`src/sv/ref_pkg.sv`:
```
// Package for the row edge finder: field widths, column arithmetic types and
// the state word carried through the binary search stages.
// No dependencies.
package ref_pkg;

  localparam int PIX_LOW_W  = 64;
  localparam int PIX_MID_W  = 64;
  localparam int PIX_HIGH_W = 32;
  localparam int PIX_EXT_W  = 192;
  localparam int START_W    = 8;
  localparam int EDGE_W     = 8;
  localparam int COL_W      = 10;
  localparam int SUM_W      = COL_W + 1;
  // A search span never exceeds 2**START_W, so this many halvings always finish.
  localparam int BIS_STEPS  = START_W;

  typedef logic signed [COL_W-1:0] col_t;

  typedef struct packed {
    col_t a;
    col_t b;
  } bis_t;

endpackage

```
`src/sv/row_edge_finder_unit.sv`:
```
// Row edge finder top level: coarse probe search and pipelined binary search
// for the left and right track edges of one binarized camera row.
// Depends on ref_pkg.

// One word enters per clock cycle when the output side keeps up. The accepting
// edge registers the row and the start residue in stage 1. Stage 2 marks the
// black probe columns, and the probe pick stage after it picks the innermost
// black probe on each side. One further stage follows for each halving step of
// the two binary searches. A stall at the output holds the pipeline, and empty
// stages still fill while it waits.
module row_edge_finder_unit import ref_pkg::*; #(
  parameter int ROW_WIDTH   = 160,
  parameter int COARSE_STEP = 8
) (
  input  logic                  clk,
  input  logic                  rst,
  input  logic                  in_valid,
  output logic                  in_ready,
  input  logic [PIX_LOW_W-1:0]  pixels_low,
  input  logic [PIX_MID_W-1:0]  pixels_mid,
  input  logic [PIX_HIGH_W-1:0] pixels_high,
  input  logic [START_W-1:0]    start_column,
  output logic                  out_valid,
  input  logic                  out_ready,
  output logic [EDGE_W-1:0]     left_edge,
  output logic [EDGE_W-1:0]     right_edge
);

  localparam int IDX_W       = $clog2(ROW_WIDTH);
  localparam int RES_W       = $clog2(COARSE_STEP);
  localparam int RIGHT_LIMIT = ROW_WIDTH - 1 - COARSE_STEP;
  localparam int RL_RES      = RIGHT_LIMIT % COARSE_STEP;
  localparam int N           = BIS_STEPS;

  typedef logic [ROW_WIDTH-1:0] row_t;

  function automatic bis_t bis_step(input bis_t s, input row_t row);
    logic signed [SUM_W-1:0] diff;
    logic signed [SUM_W-1:0] sum;
    logic signed [SUM_W-1:0] half;
    col_t m;
    logic black;
    bis_t n;
    diff = SUM_W'(s.a) - SUM_W'(s.b);
    sum  = SUM_W'(s.a) + SUM_W'(s.b);
    // Halve with truncation toward zero.
    half = (sum + $signed({{(SUM_W-1){1'b0}}, sum[SUM_W-1]})) >>> 1;
    m = half[COL_W-1:0];
    black = 1'b0;
    if (!m[COL_W-1] && (m < col_t'(ROW_WIDTH))) begin
      black = row[m[IDX_W-1:0]];
    end
    n = s;
    if (!(diff == '0 || diff == SUM_W'(1) || diff == {SUM_W{1'b1}})) begin
      if (black) begin
        n.b = m;
      end else begin
        n.a = m;
      end
    end
    return n;
  endfunction

  logic [RES_W-1:0] mod_tbl [0:(2**START_W)-1];

  for (genvar v = 0; v < 2**START_W; v++) begin : g_mod
    assign mod_tbl[v] = RES_W'(v % COARSE_STEP);
  end

  logic [PIX_EXT_W-1:0] pix_ext;
  assign pix_ext = {{(PIX_EXT_W-PIX_HIGH_W-PIX_MID_W-PIX_LOW_W){1'b0}},
                    pixels_high, pixels_mid, pixels_low};

  // Stage 1: row, start and start residue.
  logic               vld1;
  row_t               row1;
  logic [START_W-1:0] start1;
  logic [RES_W-1:0]   res1;

  // Stage 2: black probe columns and fallback search bounds.
  logic vld2;
  row_t row2;
  row_t lhit2;
  row_t rhit2;
  col_t lfa2;
  col_t rfa2;

  // Binary search stages; index 0 is the probe pick result.
  logic [N:0] bvld;
  logic [N:0] bgo;
  row_t       brow [0:N-1];
  bis_t       bl   [0:N];
  bis_t       br   [0:N];

  logic go1;
  logic go2;

  assign bgo[N]   = !bvld[N] || out_ready;
  assign go2      = !vld2 || bgo[0];
  assign go1      = !vld1 || go2;
  assign in_ready = go1;

  row_t lprobe;
  row_t rprobe;
  col_t start_col;
  col_t lfin;
  col_t rfin;
  col_t roff;
  col_t res_col;

  for (genvar c = 0; c < ROW_WIDTH; c++) begin : g_probe
    assign lprobe[c] = (c > COARSE_STEP) && ({1'b0, start1} >= (START_W+1)'(c)) &&
                       (res1 == RES_W'(c % COARSE_STEP));
    assign rprobe[c] = (c < RIGHT_LIMIT) && ({1'b0, start1} <= (START_W+1)'(c)) &&
                       (res1 == RES_W'(c % COARSE_STEP));
  end

  always_comb begin
    start_col = COL_W'(start1);
    res_col   = COL_W'(res1);
    if (start_col <= col_t'(COARSE_STEP)) begin
      lfin = start_col;
    end else if (res1 == '0) begin
      lfin = col_t'(COARSE_STEP);
    end else begin
      lfin = res_col;
    end
    if (res_col >= col_t'(RL_RES)) begin
      roff = res_col - col_t'(RL_RES);
    end else begin
      roff = res_col + col_t'(COARSE_STEP - RL_RES);
    end
    if (start_col >= col_t'(RIGHT_LIMIT)) begin
      rfin = start_col;
    end else begin
      rfin = col_t'(RIGHT_LIMIT) + roff;
    end
  end

  logic             lfound;
  logic             rfound;
  logic [IDX_W-1:0] lpos;
  logic [IDX_W-1:0] rpos;
  bis_t             lsel;
  bis_t             rsel;
  col_t             lpos_col;
  col_t             rpos_col;

  always_comb begin
    lfound = 1'b0;
    lpos   = '0;
    for (int c = 0; c < ROW_WIDTH; c++) begin
      if (lhit2[c]) begin
        lfound = 1'b1;
        lpos   = IDX_W'(c);
      end
    end
    rfound = 1'b0;
    rpos   = '0;
    for (int c = ROW_WIDTH - 1; c >= 0; c--) begin
      if (rhit2[c]) begin
        rfound = 1'b1;
        rpos   = IDX_W'(c);
      end
    end
    lpos_col = COL_W'(lpos);
    rpos_col = COL_W'(rpos);
    if (lfound) begin
      lsel.a = lpos_col + col_t'(COARSE_STEP - 1);
      lsel.b = lpos_col;
    end else begin
      lsel.a = lfa2;
      lsel.b = '0;
    end
    if (rfound) begin
      rsel.a = rpos_col - col_t'(COARSE_STEP - 1);
      rsel.b = rpos_col;
    end else begin
      rsel.a = rfa2;
      rsel.b = col_t'(ROW_WIDTH - 1);
    end
  end

  always_ff @(posedge clk) begin
    if (rst) begin
      vld1    <= 1'b0;
      vld2    <= 1'b0;
      bvld[0] <= 1'b0;
    end else begin
      if (go1) begin
        vld1 <= in_valid;
      end
      if (go2) begin
        vld2 <= vld1;
      end
      if (bgo[0]) begin
        bvld[0] <= vld2;
      end
    end
  end

  always_ff @(posedge clk) begin
    if (go1) begin
      row1   <= pix_ext[ROW_WIDTH-1:0];
      start1 <= start_column;
      res1   <= mod_tbl[start_column];
    end
    if (go2) begin
      row2  <= row1;
      lhit2 <= row1 & lprobe;
      rhit2 <= row1 & rprobe;
      lfa2  <= lfin + col_t'(COARSE_STEP);
      rfa2  <= rfin - col_t'(COARSE_STEP);
    end
    if (bgo[0]) begin
      brow[0] <= row2;
      bl[0]   <= lsel;
      br[0]   <= rsel;
    end
  end

  for (genvar k = 0; k < N; k++) begin : g_bis
    assign bgo[k] = !bvld[k] || bgo[k+1];
  end

  for (genvar k = 0; k < N; k++) begin : g_step
    always_ff @(posedge clk) begin
      if (rst) begin
        bvld[k+1] <= 1'b0;
      end else if (bgo[k+1]) begin
        bvld[k+1] <= bvld[k];
      end
    end

    always_ff @(posedge clk) begin
      if (bgo[k+1]) begin
        bl[k+1] <= bis_step(bl[k], brow[k]);
        br[k+1] <= bis_step(br[k], brow[k]);
      end
    end

    if (k < N - 1) begin : g_row
      always_ff @(posedge clk) begin
        if (bgo[k+1]) begin
          brow[k+1] <= brow[k];
        end
      end
    end
  end

  assign out_valid  = bvld[N];
  assign left_edge  = bl[N].b[EDGE_W-1:0];
  assign right_edge = br[N].b[EDGE_W-1:0];

endmodule

```
`config.mk`:
```
export PLATFORM = sky130hd
export DESIGN_NAME = row_edge_finder_unit
export DESIGN_NICKNAME = d
export VERILOG_FILES = /design/src/sv/ref_pkg.sv /design/src/sv/row_edge_finder_unit.sv
export SDC_FILE = /design/constraint.sdc
export NUM_CORES = 2
export LEC_CHECK = 0
export BUFFER_PORTS_ARGS = -buffer_cell sky130_fd_sc_hd__buf_2
export CORE_MARGIN = 2
export CORE_UTILIZATION = 45
export DETAILED_ROUTE_END_ITERATION = 7
export GPL_ROUTABILITY_DRIVEN = 0
export PLACE_DENSITY = 0.73
export REMOVE_ABC_BUFFERS = 1
export SYNTH_ARGS = -nofsm -noshare
export SYNTH_HDL_FRONTEND = slang
export SYNTH_SLANG_ARGS = --single-unit
```
`constraint.sdc`:
```
create_clock -name clk -period 28.6 [get_ports clk]
set_clock_uncertainty 0.15 [all_clocks]
set_input_delay 1.43 -clock clk [delete_from_list [all_inputs] [get_ports clk]]
set_output_delay 1.43 -clock clk [all_outputs]
set_load 0.02 [all_outputs]
```
# After elaboration in Yosys (flattened, before gate mapping)
# Memory sizes are Yosys's and may differ from the RTL's. A register that Yosys moved wholly into a read port is not among the register bits.
# Index checks and enable logic that the tools add are counted.
# totals
mem_bits_rw	1640
output_inout_bits	18
ff_bits	679
mem_count	4
in_bits	172
elab_cells	1668
romBits	768
# op_classes
reduce_logical	405
muxes	807
magnitude_cmp	337
n_bitwise	3
eq_ne	39
addsub	55
# mem_list
memory	words	width	read_ports	rd_ports_with_merged_regs	wr	line_no	rtl
brow	8	160	8	0	8	row_edge_finder_unit.sv:91	row_t brow [0:N-1];
(name not given)	256	3	1	1	0	row_edge_finder_unit.sv:206	res1 <= mod_tbl[start_column];
bl	9	20	9	0	9	row_edge_finder_unit.sv:92	bis_t bl [0:N];
br	9	20	9	0	9	row_edge_finder_unit.sv:93	bis_t br [0:N];
# op_table
op	n
$mux W8	192
$mux W20	34
$ge A8 B7 Y1 const B	64
$le A8 B7 Y1 const B	64
$mux W7	64
$mux W1	403
$mux W10	35
$logic_and A1 B1 Y1	318
$ge A8 B8 Y1 const B	33
$ge A8 B6 Y1 const B	32
$le A8 B6 Y1 const B	32
$mux W6	32
$le A8 B8 Y1 const B	23
$add A10 B10 Y11	16
$add A11 B2 Y11	16
$eq A11 B11 Y1 const B	16
$eq A11 B2 Y1 const B	16
$logic_not A11 Y1	16
$sub A10 B10 Y11	16
$and A160 B151 Y160	1
$and A160 B160 Y160	1
$lt A10 B9 Y1 const B	16
$lt A8 B10 Y1 const B	16
$bmux W1 S8	16
other kinds (26)	174

# Depth between registers and ports, before layout
# depth
ltp_word	162
mapped_depth	24
depth_no_buf	22

# Worst setup path after synthesis
# OpenSTA, ideal clock, no wires.
# synth_path
kind	in2out
from	input port out_ready
to	output port in_ready
required_ns	27.020
stages	7
n_path_buf	0
setup_slack_ns	-2.396
arrival_time_ns	29.416
path_cell_list	nor2b_1 -> and3_1 -> and2_1 -> nand3_1 -> nor2_1 -> nand4_1 -> or2_2
# synth_via
elab_chain_cells	11
# synth_rtl
element	line_no	rtl
start: declaration	row_edge_finder_unit.sv:24	input logic out_ready,
$logic_or A1 B1 Y1	row_edge_finder_unit.sv:98	assign bgo[N] = !bvld[N] || out_ready;
$logic_or A1 B1 Y1 (5 in series)	row_edge_finder_unit.sv:223	assign bgo[k] = !bvld[k] || bgo[k+1];
named net bgo[3]	row_edge_finder_unit.sv:90	logic [N:0] bgo;
$logic_or A1 B1 Y1 (3 in series)	row_edge_finder_unit.sv:223	
$logic_or A1 B1 Y1	row_edge_finder_unit.sv:99	assign go2 = !vld2 || bgo[0];
named net go2	row_edge_finder_unit.sv:96	logic go2;
$logic_or A1 B1 Y1	row_edge_finder_unit.sv:100	assign go1 = !vld1 || go2;
end: declaration	row_edge_finder_unit.sv:18	output logic in_ready,
# The timed path passes the listed nets, and every way through them passes these cells.

==> flow_metrics.tcl <==
set metrics [dict create \
    status "finished, violations left" \
    violations "design-rule violations, max-capacitance violations, max-slew violations" \
    coreArea_um2 265000 \
    min_path_type "reg -> reg" \
    finalCriticalPeriod_ns 7.34 \
    synth_top_cell_by_area "edfxtp_1" \
    grt_usage_pct 25.2 \
    routedWlPerCell_um 27.0 \
    grt_pass1_vias 79900 \
    routed_wl_mm 349 \
    die_h_um 520 \
    grt_overflow 0 \
    io_buffers 189 \
    cp_slowest_cell "buf_4" \
    cts_setup_buffers 0 \
    cts_made_buffers 214 \
    ys_seq_area_share_pct 56.4 \
    synth_cells 9056 \
    synth_top_area_share_pct 56.2 \
    criticalPathCategory "reg -> reg" \
    start_util_pct 45.3 \
    grt_max_degree 181 \
    critPathTopFamily "compound AO/OA/AOI/OAI gates" \
    regToRegStartpoint "br[0][2]" \
    clkTransAtPathRegs_ns 0.06 \
    worst_hold_startpoint "row2[48]" \
    cts-htree-levels 4 \
    synth-async-reset-ratio_pct 0 \
    synth.most_common_cell "edfxtp_1" \
    crit_fanout 50 \
    dp_hpwl_mm 266 \
    cts.sinks 2257 \
    worst_slew_pin_slew_ns 1.55 \
    io_pins 190 \
    ys.flop_type "edfxtp_1" \
    num_rows 189 \
    ctsResizeCount 0 \
    drtIter0Drc 14300 \
    drive_above_1_share_pct 16.8 \
    synth_seq_cells 2257 \
    period_share_pct 25.7 \
    cap_violations 4 \
    worstPathCellList "inv_1 -> ha_1 -> or2b_1 -> a211o_1 -> a211oi_1 -> o21ai_0 -> nor3b_1 -> ha_1 -> xor2_4 -> buf_4 -> mux2i_1 -> mux4_2 -> mux4_2 -> mux2_2 -> a211oi_2 -> o21a_1 -> mux2_2" \
    grt_pass1_wl_mm 515 \
    clock-root-buffer "clkbuf_16" \
    worstSetupStartpointType "register" \
    crit_path_start "br[0][2]" \
    max_slew_margin_pct -4.44 \
    rsz0062_at_grt "false" \
    setup_viol 0 \
    die_x_um 520 \
    yosys-top-cells-count "2246 x edfxtp_1, 775 x nand2_1, 658 x nor2_1" \
    synth.area.top_cells "edfxtp_1 56%, mux4_2 10%, ha_1 3.3%" \
    antenna_found_initial 15 \
    synthesis.area_um2 120000 \
    final_hold_viol_count 0 \
    dieArea_um2 271000 \
    insertion_delay_ns 0.92 \
    syn2layout_area_growth_pct 10.4 \
    ys_types 131 \
    synth.avg_cell_area_um2 13.2 \
    first_pass_iters 8 \
    ctsLongestPathBuffers 3 \
    cts_tree "built" \
    cp.arrival_ns 7.83 \
    critPathBufInv 2 \
    yosysWarnings 0 \
    ctsHoldBuffers 0 \
    nets 9720 \
    max_clock_freq_mhz 136 \
    vias 83900 \
    end_kind "register" \
    hold_slack_ns 0.223 \
    drc_errors 2 \
    ant_nets 0 \
    critPathRequiredTime_ns 29.09 \
    slowest_delay_ns 0.70 \
    timing_max_transition_violations_final 8 \
    vias_per_cell 6.50 \
    synth_edf_count 2246 \
]
[sequential cells by signal, indices dropped and copies added, names as in the netlist]
signal,count
bl,151
br,166
brow,1280
bvld,8
lfa2,9
lhit2,151
out_valid,1
res1,2
rfa2,10
rhit2,151
row1,160
row2,160
start1,6
vld1,1
vld2,1
[layout by cell type, fill, tap and decap left out, types with 56 or more instances in the layout]
| master | netlist | layout |
|---|---|---|
| a211oi_1 | 88 | 87 |
| a21oi_1 | 382 | 382 |
| a31oi_1 | 56 | 56 |
| a32oi_1 | 83 | 83 |
| and2_1 | 78 | 76 |
| and3_1 | 164 | 164 |
| buf_2 | 99 | 190 |
| buf_4 | 28 | 166 |
| clkbuf_16 | 0 | 215 |
| edfxtp_1 | 2246 | 2246 |
| ha_1 | 318 | 309 |
| inv_1 | 418 | 415 |
| mux2_2 | 174 | 174 |
| mux2i_1 | 299 | 299 |
| mux4_2 | 550 | 550 |
| nand2_1 | 775 | 767 |
| nand2b_1 | 91 | 91 |
| nand3_1 | 187 | 185 |
| nand4_1 | 97 | 97 |
| nor2_1 | 658 | 657 |
| nor2b_1 | 90 | 87 |
| nor3_1 | 187 | 187 |
| nor4_1 | 117 | 117 |
| o21ai_0 | 291 | 291 |
| o221ai_1 | 56 | 56 |
| o22ai_1 | 69 | 69 |
| xnor2_1 | 196 | 180 |
| xor2_1 | 86 | 82 |
[final timing paths]
check	cells after the start	slack, ns	endpoint
min	0	0.22	brow[0][48]
min reg2reg	0	0.22	brow[0][48]
max reg2reg	17	21.26	br[0][23]
max	17	21.26	br[0][23]
[metrics by stage]
step	utilization, %	std cells	setup slack, ns	setup TNS [ns]	cell area, µm²
2_1_floorplan	-	8625	-2.40	-273.90	118000
3_3_place_gp	47.2	12500	21.54	0	125000
3_5_place_dp	47.2	12500	21.38	0	125000
4_1_cts	49.9	12900	21.33	0	132000
5_1_grt	49.9	12900	21.00	0	132000
6_report	49.9	12900	21.26	0	132000
[per-layer routing]
metal | vias to the layer above | track usage [%] | share of wire (%)
met1 | 40100 | 32.1 | 35
met4 | 6 | 16.9 | 8.4
met5 | - | 0 | 0.020
met2 | 6737 | 39.5 | 45
li1 | 35500 | - | -
met3 | 1528 | 4.53 | 11
[kinds of logic after synthesis]
logic type / Yosys count / share of synthesized area, %
AND/OR/NAND/NOR: 2660 / 10.8
flip-flops: 2257 / 56.4
AO/OA/AOI/OAI: 1593 / 9.08
multiplexers: 1037 / 14.7
buffers and inverters: 864 / 2.95
adder cells (fa/ha/maj): 350 / 3.85
XOR/XNOR: 294 / 2.25
other: 1 / 0.00313
[final cells by class]
cell class	instances	area, µm²
well taps	3533	4420
diodes	3	7.51
clock buffers	255	5530
fillers	21700	133000
repair buffers	357	2220
multi-input cells	5943	49200
inverters	425	1610
clock inverters	137	1780
flip-flops and latches	2257	67700
Power is not shown: default switching activity piles up to over one toggle a cycle in this logic, so the estimate is an artifact.
